[src/design/mctp_sfr_pkg.sv]
package mctp_sfr_pkg;

   localparam logic [7:0] SYNC_BYTE   = 8'h7E;
   localparam logic [7:0] ESC_BYTE    = 8'h7D;
   localparam logic [7:0] ESC_SYNC    = 8'h5E;
   localparam logic [7:0] ESC_ESC     = 8'h5D;
   localparam logic [7:0] ESC_OFFSET  = 8'h20;
   localparam logic [7:0] SERIAL_REV  = 8'h01;
   localparam logic [7:0] HDR_VERSION = 8'h01;
   localparam logic [7:0] MIN_COUNT   = 8'h04;
   localparam logic [7:0] HDR_BYTES   = 8'h05;
   localparam logic [15:0] CHECK_INIT = 16'hFFFF;
   localparam logic [15:0] CHECK_POLY = 16'h8408;

   localparam logic [7:0] RST_DEST_ID   = 8'h00;
   localparam logic [7:0] RST_SRC_ID    = 8'h00;
   localparam logic [7:0] RST_FLAGS     = 8'hC8;
   localparam logic [7:0] RST_DISCOVERY = 8'h0D;

   localparam logic [1:0] REG_DEST_ID   = 2'd0;
   localparam logic [1:0] REG_SRC_ID    = 2'd1;
   localparam logic [1:0] REG_FLAGS     = 2'd2;
   localparam logic [1:0] REG_DISCOVERY = 2'd3;

   localparam logic [2:0] EV_NONE    = 3'd0;
   localparam logic [2:0] EV_DATA    = 3'd1;
   localparam logic [2:0] EV_CTRL    = 3'd2;
   localparam logic [2:0] EV_FAIL    = 3'd3;
   localparam logic [2:0] EV_ABANDON = 3'd4;

   typedef struct packed {
      logic [7:0] dest_id;
      logic [7:0] src_id;
      logic [7:0] flags;
      logic [7:0] discovery_cmd;
   } cfg_type;

   typedef struct packed {
      logic       payload_valid;
      logic [7:0] payload_byte;
      logic [7:0] payload_index;
      logic [2:0] frame_event;
      logic       message_type;
      logic       discovered;
   } rsp_type;

   // Reflected CRC-16, one byte folded in per call.
   function automatic logic [15:0] crc_byte(input logic [15:0] crc, input logic [7:0] data);
      logic [15:0] c;
      c = crc ^ {8'h00, data};
      for (int i = 0; i < 8; i++) begin
         if (c[0]) begin
            c = (c >> 1) ^ CHECK_POLY;
         end else begin
            c = c >> 1;
         end
      end
      return c;
   endfunction

endpackage

[src/design/mctp_sfr_csr.sv]
module mctp_sfr_csr (
   input  logic                  clock,
   input  logic                  reset,
   input  logic                  psel,
   input  logic                  penable,
   input  logic                  pwrite,
   input  logic [3:0]            paddr,
   input  logic [31:0]           pwdata,
   output logic [31:0]           prdata,
   output logic                  pready,
   output mctp_sfr_pkg::cfg_type cfg
);

   mctp_sfr_pkg::cfg_type cfg_ff;
   mctp_sfr_pkg::cfg_type cfg_in;
   logic                  wr_en;
   logic [1:0]            reg_sel;

   assign pready  = 1'b1;
   assign wr_en   = psel && penable && pwrite;
   assign reg_sel = paddr[3:2];

   always_comb begin
      cfg_in = cfg_ff;
      if (wr_en) begin
         case (reg_sel)
            mctp_sfr_pkg::REG_DEST_ID:   cfg_in.dest_id       = pwdata[7:0];
            mctp_sfr_pkg::REG_SRC_ID:    cfg_in.src_id        = pwdata[7:0];
            mctp_sfr_pkg::REG_FLAGS:     cfg_in.flags         = pwdata[7:0];
            mctp_sfr_pkg::REG_DISCOVERY: cfg_in.discovery_cmd = pwdata[7:0];
            default: cfg_in = cfg_ff;
         endcase
      end
   end

   always_ff @(posedge clock) begin
      if (reset) begin
         cfg_ff.dest_id       <= mctp_sfr_pkg::RST_DEST_ID;
         cfg_ff.src_id        <= mctp_sfr_pkg::RST_SRC_ID;
         cfg_ff.flags         <= mctp_sfr_pkg::RST_FLAGS;
         cfg_ff.discovery_cmd <= mctp_sfr_pkg::RST_DISCOVERY;
      end else begin
         cfg_ff <= cfg_in;
      end
   end

   always_comb begin
      case (reg_sel)
         mctp_sfr_pkg::REG_DEST_ID:   prdata = {24'h000000, cfg_ff.dest_id};
         mctp_sfr_pkg::REG_SRC_ID:    prdata = {24'h000000, cfg_ff.src_id};
         mctp_sfr_pkg::REG_FLAGS:     prdata = {24'h000000, cfg_ff.flags};
         mctp_sfr_pkg::REG_DISCOVERY: prdata = {24'h000000, cfg_ff.discovery_cmd};
         default:                     prdata = 32'h00000000;
      endcase
   end

   assign cfg = cfg_ff;

endmodule

[src/design/mctp_sfr_deframer.sv]
module mctp_sfr_deframer (
   input  logic                  clock,
   input  logic                  reset,
   input  mctp_sfr_pkg::cfg_type cfg,
   input  logic                  take,
   input  logic [7:0]            in_byte,
   input  logic                  out_stall,
   output logic                  out_valid,
   output mctp_sfr_pkg::rsp_type out_rsp
);

   typedef enum logic [3:0] {
      PH_HUNT, PH_REV, PH_COUNT, PH_VER, PH_DEST, PH_SRC, PH_FLAGS, PH_TYPE,
      PH_BODY, PH_ESC, PH_CHK_HI, PH_CHK_LO, PH_END
   } phase_type;

   phase_type   phase_ff, phase_in;
   logic [7:0]  bytes_left_ff, bytes_left_in;
   logic [15:0] running_ff, running_in;
   logic [15:0] received_ff, received_in;
   logic [7:0]  count_ff, count_in;
   logic        msg_type_ff, msg_type_in;
   logic [7:0]  command_ff, command_in;
   logic        discovered_ff, discovered_in;
   logic        out_valid_ff, out_valid_in;
   logic        pvalid_ff, pvalid_in;
   logic [7:0]  pbyte_ff, pbyte_in;
   logic [7:0]  pindex_ff, pindex_in;
   logic [2:0]  event_ff, event_in;

   logic [15:0] crc_base;
   logic [7:0]  crc_data;
   logic [15:0] crc_out;
   logic        esc_ok;

   // One shared CRC byte update; a sync seen while hunting restarts from the seed.
   always_comb begin
      crc_base = ((phase_ff == PH_HUNT) ||
                  ((phase_ff == PH_REV) && (in_byte == mctp_sfr_pkg::SYNC_BYTE))) ?
                 mctp_sfr_pkg::CHECK_INIT : running_ff;
      crc_data = (phase_ff == PH_ESC) ? in_byte + mctp_sfr_pkg::ESC_OFFSET : in_byte;
      crc_out  = mctp_sfr_pkg::crc_byte(crc_base, crc_data);
      esc_ok   = (in_byte == mctp_sfr_pkg::ESC_SYNC) || (in_byte == mctp_sfr_pkg::ESC_ESC);
   end

   always_comb begin
      phase_in      = phase_ff;
      bytes_left_in = bytes_left_ff;
      running_in    = running_ff;
      received_in   = received_ff;
      count_in      = count_ff;
      msg_type_in   = msg_type_ff;
      command_in    = command_ff;
      discovered_in = discovered_ff;
      pvalid_in     = 1'b0;
      pbyte_in      = 8'h00;
      pindex_in     = 8'h00;
      event_in      = mctp_sfr_pkg::EV_NONE;

      case (phase_ff)
         PH_HUNT: begin
            if (in_byte == mctp_sfr_pkg::SYNC_BYTE) begin
               running_in = crc_out;
               phase_in   = PH_REV;
            end
         end
         PH_REV: begin
            if (in_byte == mctp_sfr_pkg::SYNC_BYTE) begin
               running_in = crc_out;
            end else if (in_byte == mctp_sfr_pkg::SERIAL_REV) begin
               running_in = crc_out;
               phase_in   = PH_COUNT;
            end else begin
               phase_in = PH_HUNT;
               event_in = mctp_sfr_pkg::EV_ABANDON;
            end
         end
         PH_COUNT: begin
            if (in_byte > mctp_sfr_pkg::MIN_COUNT) begin
               bytes_left_in = in_byte - mctp_sfr_pkg::HDR_BYTES;
               count_in      = 8'h00;
               running_in    = crc_out;
               phase_in      = PH_VER;
            end else begin
               phase_in = PH_HUNT;
               event_in = mctp_sfr_pkg::EV_ABANDON;
            end
         end
         PH_VER, PH_DEST, PH_SRC, PH_FLAGS: begin
            if (((phase_ff == PH_VER)   && (in_byte == mctp_sfr_pkg::HDR_VERSION)) ||
                ((phase_ff == PH_DEST)  && (in_byte == cfg.dest_id)) ||
                ((phase_ff == PH_SRC)   && (in_byte == cfg.src_id)) ||
                ((phase_ff == PH_FLAGS) && (in_byte == cfg.flags))) begin
               running_in = crc_out;
               case (phase_ff)
                  PH_VER:  phase_in = PH_DEST;
                  PH_DEST: phase_in = PH_SRC;
                  PH_SRC:  phase_in = PH_FLAGS;
                  default: phase_in = PH_TYPE;
               endcase
            end else begin
               phase_in = PH_HUNT;
               event_in = mctp_sfr_pkg::EV_ABANDON;
            end
         end
         PH_TYPE: begin
            if (in_byte[7:1] == 7'd0) begin
               msg_type_in = in_byte[0];
               running_in  = crc_out;
               // empty body skips straight to the check bytes
               phase_in    = (bytes_left_ff == 8'h00) ? PH_CHK_HI : PH_BODY;
            end else begin
               phase_in = PH_HUNT;
               event_in = mctp_sfr_pkg::EV_ABANDON;
            end
         end
         PH_BODY, PH_ESC: begin
            if ((phase_ff == PH_BODY) && (in_byte == mctp_sfr_pkg::ESC_BYTE)) begin
               phase_in = PH_ESC;
            end else if (((phase_ff == PH_BODY) && (in_byte == mctp_sfr_pkg::SYNC_BYTE)) ||
                         ((phase_ff == PH_ESC) && !esc_ok)) begin
               phase_in = PH_HUNT;
               event_in = mctp_sfr_pkg::EV_ABANDON;
            end else begin
               pvalid_in = 1'b1;
               pbyte_in  = crc_data;
               pindex_in = count_ff;
               if (count_ff == 8'h01) begin
                  command_in = crc_data;
               end
               count_in      = count_ff + 8'h01;
               running_in    = crc_out;
               bytes_left_in = bytes_left_ff - 8'h01;
               phase_in      = (bytes_left_ff == 8'h01) ? PH_CHK_HI : PH_BODY;
            end
         end
         PH_CHK_HI: begin
            received_in = {in_byte, 8'h00};
            phase_in    = PH_CHK_LO;
         end
         PH_CHK_LO: begin
            received_in = {received_ff[15:8], in_byte};
            phase_in    = PH_END;
         end
         PH_END: begin
            if ((in_byte == mctp_sfr_pkg::SYNC_BYTE) && (running_ff == received_ff)) begin
               if (!msg_type_ff) begin
                  event_in = mctp_sfr_pkg::EV_CTRL;
                  if ((count_ff >= 8'h02) && (command_ff == cfg.discovery_cmd)) begin
                     discovered_in = 1'b1;
                  end
               end else begin
                  event_in = mctp_sfr_pkg::EV_DATA;
               end
            end else begin
               event_in = mctp_sfr_pkg::EV_FAIL;
            end
            phase_in = PH_HUNT;
         end
         default: begin
            phase_in = PH_HUNT;
         end
      endcase
   end

   // Hold the result while the receiver stalls; load a new one on take.
   assign out_valid_in = take || (out_valid_ff && out_stall);

   always_ff @(posedge clock) begin
      if (reset) begin
         phase_ff      <= PH_HUNT;
         bytes_left_ff <= 8'h00;
         running_ff    <= 16'h0000;
         received_ff   <= 16'h0000;
         count_ff      <= 8'h00;
         msg_type_ff   <= 1'b0;
         command_ff    <= 8'h00;
         discovered_ff <= 1'b0;
         out_valid_ff  <= 1'b0;
      end else begin
         out_valid_ff <= out_valid_in;
         if (take) begin
            phase_ff      <= phase_in;
            bytes_left_ff <= bytes_left_in;
            running_ff    <= running_in;
            received_ff   <= received_in;
            count_ff      <= count_in;
            msg_type_ff   <= msg_type_in;
            command_ff    <= command_in;
            discovered_ff <= discovered_in;
         end
      end
      if (take) begin
         pvalid_ff <= pvalid_in;
         pbyte_ff  <= pbyte_in;
         pindex_ff <= pindex_in;
         event_ff  <= event_in;
      end
   end

   assign out_valid             = out_valid_ff;
   assign out_rsp.payload_valid = pvalid_ff;
   assign out_rsp.payload_byte  = pbyte_ff;
   assign out_rsp.payload_index = pindex_ff;
   assign out_rsp.frame_event   = event_ff;
   assign out_rsp.message_type  = msg_type_ff;
   assign out_rsp.discovered    = discovered_ff;

endmodule

[src/design/mctp_serial_frame_receiver_top.sv]
// Serial-bound management packet receiver.
// Request channel (req_valid, req_stall, req_rx_byte) carries one received
// serial byte per request. Every request yields exactly one result on the
// rsp_ channel: the unescaped body byte with its index when payload_valid is
// set, a frame event (none, data good, control good, check failed,
// abandoned), the current message type and the sticky discovered flag.
// The byte lands in the input register; the deframer state and the CRC-16
// byte update run between that register and the result register.
// Throughput is one byte per cycle while rsp_stall does not hold the result
// register; the CRC byte update and state transition are combinational.
// When rsp_stall is high the result register holds; one more request can be
// taken into the input register, after which req_stall rises until the
// result is taken.
// Reset (synchronous) returns the deframer to sync hunting, clears the
// discovered flag and loads the register defaults over the APB-style port
// (dest id, src id, flags, discovery command code at 0x0, 0x4, 0x8, 0xC).
module mctp_serial_frame_receiver_top (
   input  logic        clock,
   input  logic        reset,
   input  logic        req_valid,
   output logic        req_stall,
   input  logic [7:0]  req_rx_byte,
   output logic        rsp_valid,
   input  logic        rsp_stall,
   output logic        rsp_payload_valid,
   output logic [7:0]  rsp_payload_byte,
   output logic [7:0]  rsp_payload_index,
   output logic [2:0]  rsp_frame_event,
   output logic        rsp_message_type,
   output logic        rsp_discovered,
   input  logic        psel,
   input  logic        penable,
   input  logic        pwrite,
   input  logic [3:0]  paddr,
   input  logic [31:0] pwdata,
   output logic [31:0] prdata,
   output logic        pready
);

   mctp_sfr_pkg::cfg_type cfg;
   mctp_sfr_pkg::rsp_type rsp;

   logic       s1_valid_ff, s1_valid_in;
   logic [7:0] s1_byte_ff, s1_byte_in;
   logic       out_free;
   logic       take;
   logic       req_accept;

   mctp_sfr_csr u_csr (
      .clock   (clock),
      .reset   (reset),
      .psel    (psel),
      .penable (penable),
      .pwrite  (pwrite),
      .paddr   (paddr),
      .pwdata  (pwdata),
      .prdata  (prdata),
      .pready  (pready),
      .cfg     (cfg)
   );

   assign out_free   = !rsp_valid || !rsp_stall;
   assign take       = s1_valid_ff && out_free;
   assign req_stall  = s1_valid_ff && !out_free;
   assign req_accept = req_valid && !req_stall;

   assign s1_valid_in = req_accept || (s1_valid_ff && !take);
   assign s1_byte_in  = req_accept ? req_rx_byte : s1_byte_ff;

   always_ff @(posedge clock) begin
      if (reset) begin
         s1_valid_ff <= 1'b0;
      end else begin
         s1_valid_ff <= s1_valid_in;
      end
      s1_byte_ff <= s1_byte_in;
   end

   mctp_sfr_deframer u_deframer (
      .clock     (clock),
      .reset     (reset),
      .cfg       (cfg),
      .take      (take),
      .in_byte   (s1_byte_ff),
      .out_stall (rsp_stall),
      .out_valid (rsp_valid),
      .out_rsp   (rsp)
   );

   assign rsp_payload_valid = rsp.payload_valid;
   assign rsp_payload_byte  = rsp.payload_byte;
   assign rsp_payload_index = rsp.payload_index;
   assign rsp_frame_event   = rsp.frame_event;
   assign rsp_message_type  = rsp.message_type;
   assign rsp_discovered    = rsp.discovered;

   a_no_event_with_payload: assert property (@(posedge clock) disable iff (reset)
      (rsp_valid && rsp_payload_valid) |-> (rsp_frame_event == mctp_sfr_pkg::EV_NONE))
      else $error("frame event reported together with a body byte");

   a_stall_needs_pending: assert property (@(posedge clock) disable iff (reset)
      !s1_valid_ff |-> !req_stall)
      else $error("request stalled with an empty input register");

   a_discovered_sticky: assert property (@(posedge clock) disable iff (reset)
      rsp_discovered |=> rsp_discovered)
      else $error("discovered flag cleared outside reset");

endmodule
[config.mk]
export PLATFORM = sky130hd
export DESIGN_NAME = mctp_serial_frame_receiver_top
export DESIGN_NICKNAME = d
export VERILOG_FILES = /design/src/design/mctp_sfr_pkg.sv /design/src/design/mctp_sfr_csr.sv /design/src/design/mctp_sfr_deframer.sv /design/src/design/mctp_serial_frame_receiver_top.sv
export SDC_FILE = /design/constraint.sdc
export NUM_CORES = 1
export LEC_CHECK = 0
export BUFFER_PORTS_ARGS = -buffer_cell sky130_fd_sc_hd__buf_2
export CAP_MARGIN = 20
export CORE_MARGIN = 4
export CORE_UTILIZATION = 55
export CTS_BUF_LIST = sky130_fd_sc_hd__clkbuf_8
export DETAILED_ROUTE_END_ITERATION = 16
export PLACE_DENSITY_LB_ADDON = 0.15
export REMOVE_ABC_BUFFERS = 1
export SLEW_MARGIN = 25
export SYNTH_ARGS = -nofsm -noshare
export SYNTH_HDL_FRONTEND = slang
export SYNTH_SLANG_ARGS = --single-unit
[constraint.sdc]
create_clock -name clock -period 2.9 [get_ports clock]
set_input_delay 0.58 -clock clock [delete_from_list [all_inputs] [get_ports clock]]
set_output_delay 0.58 -clock clock [all_outputs]
set_load 0.02 [all_outputs]
==> metrics.cfg, run 1 <==
[synthesis]
synthCells=776
synth_edf_count=28
synth_top_area_share_pct=27.2
synth_seq_cells=124
ys.warnings.count=0
ys_async_sr_fraction_pct=0
ys_types=70
yosysTopAreaCell=dfxtp_1
synth_area_leaders=dfxtp_1 27%, edfxtp_1 12%, xnor2_1 9.2%
syn_area_sq_um=7070
yosysSeqAreaShare_pct=39.1
syn_avg_cell_area_sq_um=9.11
synthFlopType=dfxtp_1

[timing]
hold_violations=0
setup-violations-final=0
fin_crit_ns=2.64
fin_crit_sh_pct=91.2
setup_tns_ns=0
relSlewSlack_pct=27.5
rsz0062_at_grt=false
maxSlewViolCount=0
skew_ns=0.0113
hold_slack_ns=0.300
clock.fmax_mhz=378
timing_worst_slew_pin_value_ns=1.08

[drt]
ant_nets=0
drtPass1Iterations=5
drtIter0Drc=518
detail_route.vias_per_cell=5.80
vias=5863
routedWlPerCell_um=17.5
drc=0
routed_wl_mm=17.6

[finish]
design_area_sq_um=7910
fin_nets=888
area_delta_synth_final_pct=11.9
drive_above_1_share_pct=18.1
antennaDiodeCount=0

[clock_network]
cts_tree=built
postCtsSetupBuffers=0
cts_made_buffers=17
cts-resized-gates=0
cts_buffer_depth=2
h-tree-depth=4
cts.hold.buffers_added=0
clk_pin_slew_worst_paths_ns=0.07
root_buffer=clkbuf_8
insertion_delay_ns=0.46
cts.sinks=124

[global_routing]
grt_pass1_vias=5550
grt_max_degree=53
grt_pass1_wl_mm=28.5
grt_overflow=0
antenna_found_initial=0
grt_usage_pct=24.7

[floorplanning]
die_area_sq_um=14700
initial_core_util_pct=56.0
die_w_um=121
fp.dieH_um=121
core_sq_um=12600
num_io_pins=108
rows=41

[setup_path]
cp_data_arrival_time_ns=2.99
crit_required_ns=3.24
path_class=register to register
crit_fanout=14
rr_startpoint=s1_byte_ff[0]
cp-startpoint=s1_byte_ff[0]
cp-start-kind=register
cp-end-kind=register

[placed_design]
dpl_cell_area_sq_um=7440
gp_congestion=0.939
dp_hpwl_mm=12.4
port_buffers=56

[power_and_ir_drop]
power_uw=3880
power_density_nw_per_um2=490
leakagePower_uw=0.00298
ir_drop_v=0.000329

[hold_path]
hold_path_class=input port to register
min_from=req_rx_byte[2]

[run_status]
status=finished clean

[job]
max_cap_violations=0

## placed cells by master, fill, tap and decap left out, types with 3 or more instances in the layout
master       n
a211oi_1     6
a21oi_1     63
nor4_1       9
mux4_2       8
or3_1        3
a31oi_1      4
a2111oi_0    9
nor2_1      71
mux2i_1     32
ha_1        12
clkinvlp_4   4
a31o_2       4
bufinv_16    4
nor3_1       9
conb_1      25
buf_2       56
o21ai_0     27
dfxtp_1     96
xnor2_1     74
clkbuf_8    21
nor2b_1      5
xor2_1      21
edfxtp_1    28
nand2b_1     7
nand4_1     10
nor3b_1      3
and3_1      18
nand2_1     60
inv_1       18
nand4b_1     6
buf_4       31
a31o_1       6
nor3_2       3
nand3_1     35
o211ai_1     3
## per-stage QoR
step | cells | util [%] | setup WS, ns
floorplan | 719 | - | 0.0413
global placement | 978 | 58.9 | 0.262
detailed placement | 978 | 58.9 | 0.180
CTS | 1010 | 62.6 | 0.155
global route | 1010 | 62.7 | 0.0587
finish | 1010 | 62.7 | 0.255
## logic make-up (layout without fill, tap and decap cells)
logic type / after synthesis / count (layout) / share of synthesized area [%]
simple gates: 252 / 252 / 18.1
xor+xnor: 97 / 97 / 12.4
mux: 42 / 42 / 7.40
fa+ha+maj: 12 / 12 / 2.12
compound gates: 150 / 150 / 13.6
flops: 124 / 124 / 39.1
other cells: 2 / 25 / 0.106
buf+inv: 97 / 136 / 7.17
## critical path, stage by stage, from the launching register on
cell and delay, ns:
edfxtp_1 0.49, inv_1 0.18, ha_1 0.21, nor2_1 0.08, o41a_2 0.49, a22o_4 0.31
nand3_2 0.08, a21o_2 0.31, mux2_2 0.37
## cell type report
type                       instances  area [sq um]
fill                            1094          4710
multi-input combinational        578          3900
sequential                       124          2760
timing repair buffer              87           513
clock buffer                      21           289
tap                              172           215
clock inverter                    11           166
inverter                          17          63.8
## synth_stat cells, types with 3 or more instances
| cell | count |
|---|---|
| nor3b_1 | 3 |
| nand4_1 | 10 |
| o21ai_0 | 27 |
| xor2_1 | 21 |
| nand4b_1 | 6 |
| nor4_1 | 9 |
| buf_2 | 15 |
| and3_1 | 18 |
| a31o_2 | 4 |
| nor3_1 | 9 |
| nand3_1 | 35 |
| a21oi_1 | 63 |
| nand2b_1 | 7 |
| inv_1 | 16 |
| or3_1 | 3 |
| buf_4 | 31 |
| nor2b_1 | 5 |
| edfxtp_1 | 28 |
| dfxtp_1 | 96 |
| a2111oi_0 | 9 |
| o211ai_1 | 3 |
| mux2i_1 | 32 |
| nand2_1 | 60 |
| a31o_1 | 6 |
| clkbuf_1 | 29 |
| buf_1 | 4 |
| a31oi_1 | 4 |
| ha_1 | 12 |
| mux4_2 | 8 |
| nor2_1 | 71 |
| xnor2_1 | 74 |
| a211oi_1 | 6 |
| nor3_2 | 3 |
## flip-flops by register name, summed over array words and instances, names as in the netlist, 3 cells and up
register and count:
u_csr.cfg 32, u_deframer.bytes_left_ff 8, u_deframer.command_ff 8, u_deframer.running_ff 16, u_deframer.event_ff 3, u_deframer.phase_ff 4, u_deframer.pbyte_ff 8, u_deframer.pindex_ff 8
u_deframer.count_ff 8, u_deframer.received_ff 16, s1_byte_ff 8
## where the power goes
group / switching, uW / leakage [uW] / total [uW] / internal, uW
clock network: 704 / 0.000223 / 1730 / 1020
logic: 218 / 0.00172 / 338 / 120
registers: 21.7 / 0.00104 / 1810 / 1790
total: 944 / 0.00298 / 3880 / 2930
## worst paths after layout
path              slack [ns]                        end  depth (start not counted)
hold reg to reg         0.47  u_deframer.received_ff[7]                          2
setup / recovery        0.26   u_deframer.running_ff[2]                          8
setup reg to reg        0.26   u_deframer.running_ff[2]                          8
hold / removal          0.30              s1_byte_ff[2]                          1
## per-layer routing
| layer | share of wire, % | global-route usage [%] |
|---|---|---|
| met1 | 43 | 32.8 |
| met4 | 1.9 | 9.10 |
| met3 | 8.7 | 5.22 |
| met2 | 46 | 39.6 |
| met5 | 0 | 0 |
(Power assumes the default switching activity.)
==> inputs of run 2 (changes only) <==
--- a/config.mk
+++ b/config.mk
@@ -5,13 +5,14 @@
 export SDC_FILE = /design/constraint.sdc
 export NUM_CORES = 1
 export LEC_CHECK = 0
-export BUFFER_PORTS_ARGS = -buffer_cell sky130_fd_sc_hd__buf_2
+export ABC_AREA = 1
 export CAP_MARGIN = 20
 export CORE_MARGIN = 4
 export CORE_UTILIZATION = 55
 export CTS_BUF_LIST = sky130_fd_sc_hd__clkbuf_8
 export DETAILED_ROUTE_END_ITERATION = 16
-export PLACE_DENSITY_LB_ADDON = 0.15
+export DONT_BUFFER_PORTS = 1
+export PLACE_DENSITY = 0.7
 export REMOVE_ABC_BUFFERS = 1
 export SLEW_MARGIN = 25
 export SYNTH_ARGS = -nofsm -noshare
==> metrics.cfg, run 2 <==
[finish]
fin_nets=1071
antennaDiodeCount=0
area_delta_synth_final_pct=6.79
final_common_cell=nand2_1
stdcell_count=1193
largest_register_ffs=32
final_cell_mix=250 x nand2_1, 153 x nor2_1, 100 x inv_1
drive_above_1_share_pct=9.11
fillers=1211

[synthesis]
synth_area_leaders=dfxtp_1 27%, nand2_1 13%, edfxtp_1 12%
syn_avg_cell_area_sq_um=7.10
synthFlopType=dfxtp_1
ys_types=43
synthCells=1005
synthMostInstantiatedCell=nand2_1
ys.warnings.count=0
synth_top_area_share_pct=26.9
yosysSeqAreaShare_pct=38.7
ys_async_sr_fraction_pct=0
synth_edf_count=28
synth_seq_cells=124
yosysTopAreaCell=dfxtp_1
yosys-top-cells-count=250 x nand2_1, 153 x nor2_1, 97 x inv_1, 96 x dfxtp_1, 56 x nand3_1
syn_area_sq_um=7130

[power_and_ir_drop]
p_comb_share_pct=7.3
leakagePower_uw=0.00337
p_switching_uw=962
p_clk_share_pct=44.1
p_int_uw=2840
power_density_nw_per_um2=500
ir_drop_v=0.000388
seq_power_share_pct=48.6
switching_share_pct=25.3

[drt]
vias=6343
detail_route.vias_per_cell=5.32
routedWlPerCell_um=15.4
ant_nets=0
drtIter0Drc=568
drtPass1Iterations=5
drc=0
routed_wl_mm=18.4

[placed_design]
post-place-cells=1161
port_buffers=0
gp_congestion=0.994
dp_hpwl_mm=13.6

[setup_path]
crit_required_ns=3.24
rr_startpoint=s1_byte_ff[0]
path_class=register to register
ff2ff_path_depth=15
cp-start-kind=register
cp-end-kind=register
cp-startpoint=s1_byte_ff[0]
cp_data_arrival_time_ns=2.84
crit_fanout=19

[clock_network]
cts_tree=built
clk_pin_slew_worst_paths_ns=0.08
cts.sinks=124
cts.hold.buffers_added=0
postCtsSetupBuffers=0
insertion_delay_ns=0.45
h-tree-depth=4
cts-resized-gates=0
cts_buffer_depth=2
root_buffer=clkbuf_8
cts_made_buffers=17

[floorplanning]
initial_core_util_pct=56.3
die_w_um=122
rows=41
core_sq_um=12700
die_area_sq_um=14900
num_io_pins=108
fp.dieH_um=122

[hold_path]
hold_path_class=input port to register
min_from=reset
whs_path_depth=1

[global_routing]
grt_pass1_wl_mm=29.1
grt_max_degree=39
antenna_found_initial=0
grt_overflow=0
grt_pass1_vias=5725
grt_usage_pct=25.4

[timing]
fin_crit_ns=2.49
setup-violations-final=0
hold_slack_ns=0.189
timing_worst_slew_pin_value_ns=0.599
hold_violations=0
rsz0062_at_grt=false
fin_crit_sh_pct=86.0
relSlewSlack_pct=60.0
maxSlewViolCount=0
skew_ns=0.0122
setup_tns_ns=0
clock.fmax_mhz=401

[run_status]
status=finished clean

[job]
max_cap_violations=0

==> run 2: changes by cell type after synthesis, moves of 9 or more <==
cell,before,now
mux2i_1,32,1
and3_1,18,0
o21ai_0,27,44
nand2_2,1,10
inv_2,1,12
nand2_1,60,250
nor2_1,71,153
clkbuf_1,29,11
a2111oi_0,9,0
inv_1,16,97
xnor2_1,74,22
nand4_1,10,22
nand3_1,35,56
a21oi_1,63,43
==> run 2: layer usage <==
layer / vias up / GRT usage, % / part of all wire, %
met5: - / 0 / 0
met4: 0 / 9.87 / 2.8
met3: 45 / 6.59 / 6.8
met2: 211 / 39.4 / 45
met1: 2885 / 34.0 / 45
li1: 3202 / - / -
==> run 2: kinds of logic after synthesis <==
logic type,count (synthesis),synth area share (%)
and+or+nand+nor,524,31.6
buffers and inverters,170,11.4
AOI/OAI and AO/OA,132,11.0
DFF,124,38.7
xor gates and xnor gates,40,4.91
adders and majority gates,12,2.11
other,2,0.105
muxes,1,0.140
==> run 2: final cells by class <==
cell class	count	area (sq um)	share of cell area [%]
multi-input cells	734	3640	47.8
flip-flops and latches	124	2760	36.3
inverters	114	433	5.68
clock buffers	19	262	3.43
well taps	172	215	2.83
clock inverters	13	176	2.32
repair buffers	17	128	1.68
==> run 2: critical path: stages (launching register included) <==
cell and delay, ns:
edfxtp_1 0.39, inv_1 0.27, ha_1 0.25, inv_1 0.07, nor2_4 0.14, nand3_4 0.22
nand2_1 0.31, inv_1 0.10, nand3_1 0.08, nand2_1 0.06, nand2_1 0.11, nand2_1 0.11
nand2_1 0.08, nand2_1 0.05, nor2_1 0.09, nor2_1 0.04
==> run 2: per-stage QoR <==
| stage | total power (uW) | util (%) | worst slack (ns) | area, sq um |
|---|---|---|---|---|
| 2_1_floorplan | 2080 | - | 0.511 | 6840 |
| 3_3_place_gp | 2160 | 56.7 | 0.417 | 7180 |
| 5_1_grt | 3940 | 60.1 | 0.0991 | 7620 |
| 4_1_cts | 3830 | 60.1 | 0.436 | 7620 |
| 3_5_place_dp | 2160 | 56.7 | 0.386 | 7180 |
| 6_report | 3810 | 60.1 | 0.406 | 7620 |
==> run 2: final timing paths <==
| check | to | slack (ns) |
|---|---|---|
| max reg2reg | u_deframer.running_ff[3] | 0.41 |
| min | u_deframer.phase_ff[2] | 0.19 |
| min reg2reg | u_deframer.bytes_left_ff[5] | 0.46 |
| max | u_deframer.running_ff[3] | 0.41 |
==> run 2: power groups by stage <==
stage | Combinational (uW) | Sequential, uW | Clock (uW)
final | 278 | 1850 | 1680
after global routing | 309 | 1850 | 1780
after CTS | 275 | 1850 | 1700
after detailed placement | 274 | 1890 | 0
after global placement | 273 | 1890 | 0
after floorplan | 197 | 1880 | 0
==> inputs of run 3 (changes only) <==
--- a/config.mk
+++ b/config.mk
@@ -13,6 +13,7 @@
 export DETAILED_ROUTE_END_ITERATION = 16
 export DONT_BUFFER_PORTS = 1
 export PLACE_DENSITY = 0.7
+export RECOVER_POWER = 25
 export REMOVE_ABC_BUFFERS = 1
 export SLEW_MARGIN = 25
 export SYNTH_ARGS = -nofsm -noshare
==> constraint.sdc (replaced) <==
create_clock -name clock -period 2.9 [get_ports clock]
set_input_delay 0.58 -clock clock [delete_from_list [all_inputs] [get_ports clock]]
set_output_delay 0.58 -clock clock [all_outputs]
set_load 0.005 [all_outputs]
==> metrics.cfg, run 3 (synthesized netlist as in run 2, its figures left out) <==
[floorplanning]
core_sq_um=12700
rows=41
die_w_um=122
die_area_sq_um=14900
initial_core_util_pct=56.3
num_io_pins=108
fp.dieH_um=122

[timing]
maxSlewViolCount=0
rsz0062_at_grt=false
fin_crit_sh_pct=82.4
timing_worst_slew_pin_value_ns=0.535
fin_crit_ns=2.39
skew_ns=0.0155
hold_violations=0
setup-violations-final=0
clock.fmax_mhz=418
relSlewSlack_pct=64.3
setup_tns_ns=0

[clock_network]
cts.sinks=124
cts_buffer_depth=2
cts_tree=built
root_buffer=clkbuf_8
clk_pin_slew_worst_paths_ns=0.09
h-tree-depth=4
cts-resized-gates=0
insertion_delay_ns=0.46
cts.hold.buffers_added=0
postCtsSetupBuffers=0
cts_made_buffers=17

[power_and_ir_drop]
ir_drop_v=0.000421
leakagePower_uw=0.00336
power_uw=3800
power_density_nw_per_um2=499

[setup_path]
crit_fanout=10
cp-end-kind=register
path_class=register to register
crit_required_ns=3.25
cp-start-kind=register
cp_data_arrival_time_ns=2.74

[global_routing]
grt_pass1_wl_mm=29.8
grt_max_degree=39
grt_usage_pct=25.9
grt_pass1_vias=5885
grt_overflow=0
antenna_found_initial=0

[finish]
utilization_pct=60.2
largest_register_ffs=32
drive_above_1_share_pct=9.20
final_common_cell=nand2_1
fin_nets=1072
antennaDiodeCount=0
area_delta_synth_final_pct=6.93
final_cell_mix=250 x nand2_1, 153 x nor2_1, 97 x inv_1

[drt]
detail_route.vias_per_cell=5.35
drtIter0Drc=536
ant_nets=0
drtPass1Iterations=6
drc=0
routed_wl_mm=18.5
vias=6385
routedWlPerCell_um=15.5

[hold_path]
hold_path_class=input port to register

[run_status]
status=finished clean

[job]
max_cap_violations=0

[placed_design]
gp_congestion=0.984
port_buffers=0
dp_hpwl_mm=13.7

run 3: cell types whose count changed in the layout (fill, tap and decap cells not counted), sizes merged:
| cell | previous run | this run |
|---|---|---|
| clkbuf | 19 | 21 |
| buf | 17 | 16 |
run 3: power by group:
part	internal [uW]	switching (uW)
logic	72.7	177
clock network	986	739
registers	1800	32.9
run 3: worst max-delay path: stages (launching register included):
cell	delay, ns
edfxtp_1	0.68
inv_2	0.25
nand2_1	0.10
o21ai_1	0.07
nor2_1	0.11
nand3_1	0.07
nor2_1	0.14
nor2_2	0.08
nand3_2	0.10
nand3_2	0.23
buf_4	0.27
nor2_1	0.13
nor2_1	0.06
run 3: final timing paths:
| kind | from | to | slack (ns) | cells past startpoint |
|---|---|---|---|---|
| worst min-delay path | reset | u_deframer.count_ff[7] | 0.18 | 1 |
| worst max register to register | s1_byte_ff[2] | u_deframer.running_ff[2] | 0.51 | 12 |
| worst max-delay path | s1_byte_ff[2] | u_deframer.running_ff[2] | 0.51 | 12 |
| worst min register to register | u_deframer.bytes_left_ff[5] | u_deframer.bytes_left_ff[5] | 0.46 | 2 |
run 3: cell type report:
class	instances	area [sq um]
clock buffers	19	262
clock inverters	13	186
fillers	1194	5040
inverters	114	433
multi-input cells	734	3640
flip-flops and latches	124	2760
well taps	172	215
repair buffers	18	128
run 3: per-stage QoR:
stage	hold WS (ns)	worst slack [ns]	std cells	area [sq um]
2_1_floorplan	0.439	0.512	972	6840
3_3_place_gp	0.450	0.573	1162	7190
5_1_grt	0.156	0.198	1194	7630
6_report	0.184	0.510	1194	7630
4_1_cts	0.158	0.533	1194	7630
3_5_place_dp	0.454	0.549	1162	7190
run 3: per-layer routing:
metal | vias to the layer above | global-route usage, % | part of all wire [%]
li1 | 3198 | - | -
met5 | - | 0 | 0
met1 | 2877 | 34.4 | 45
met2 | 265 | 40.5 | 45
met4 | 0 | 10.2 | 2.8
met3 | 45 | 6.87 | 7.3
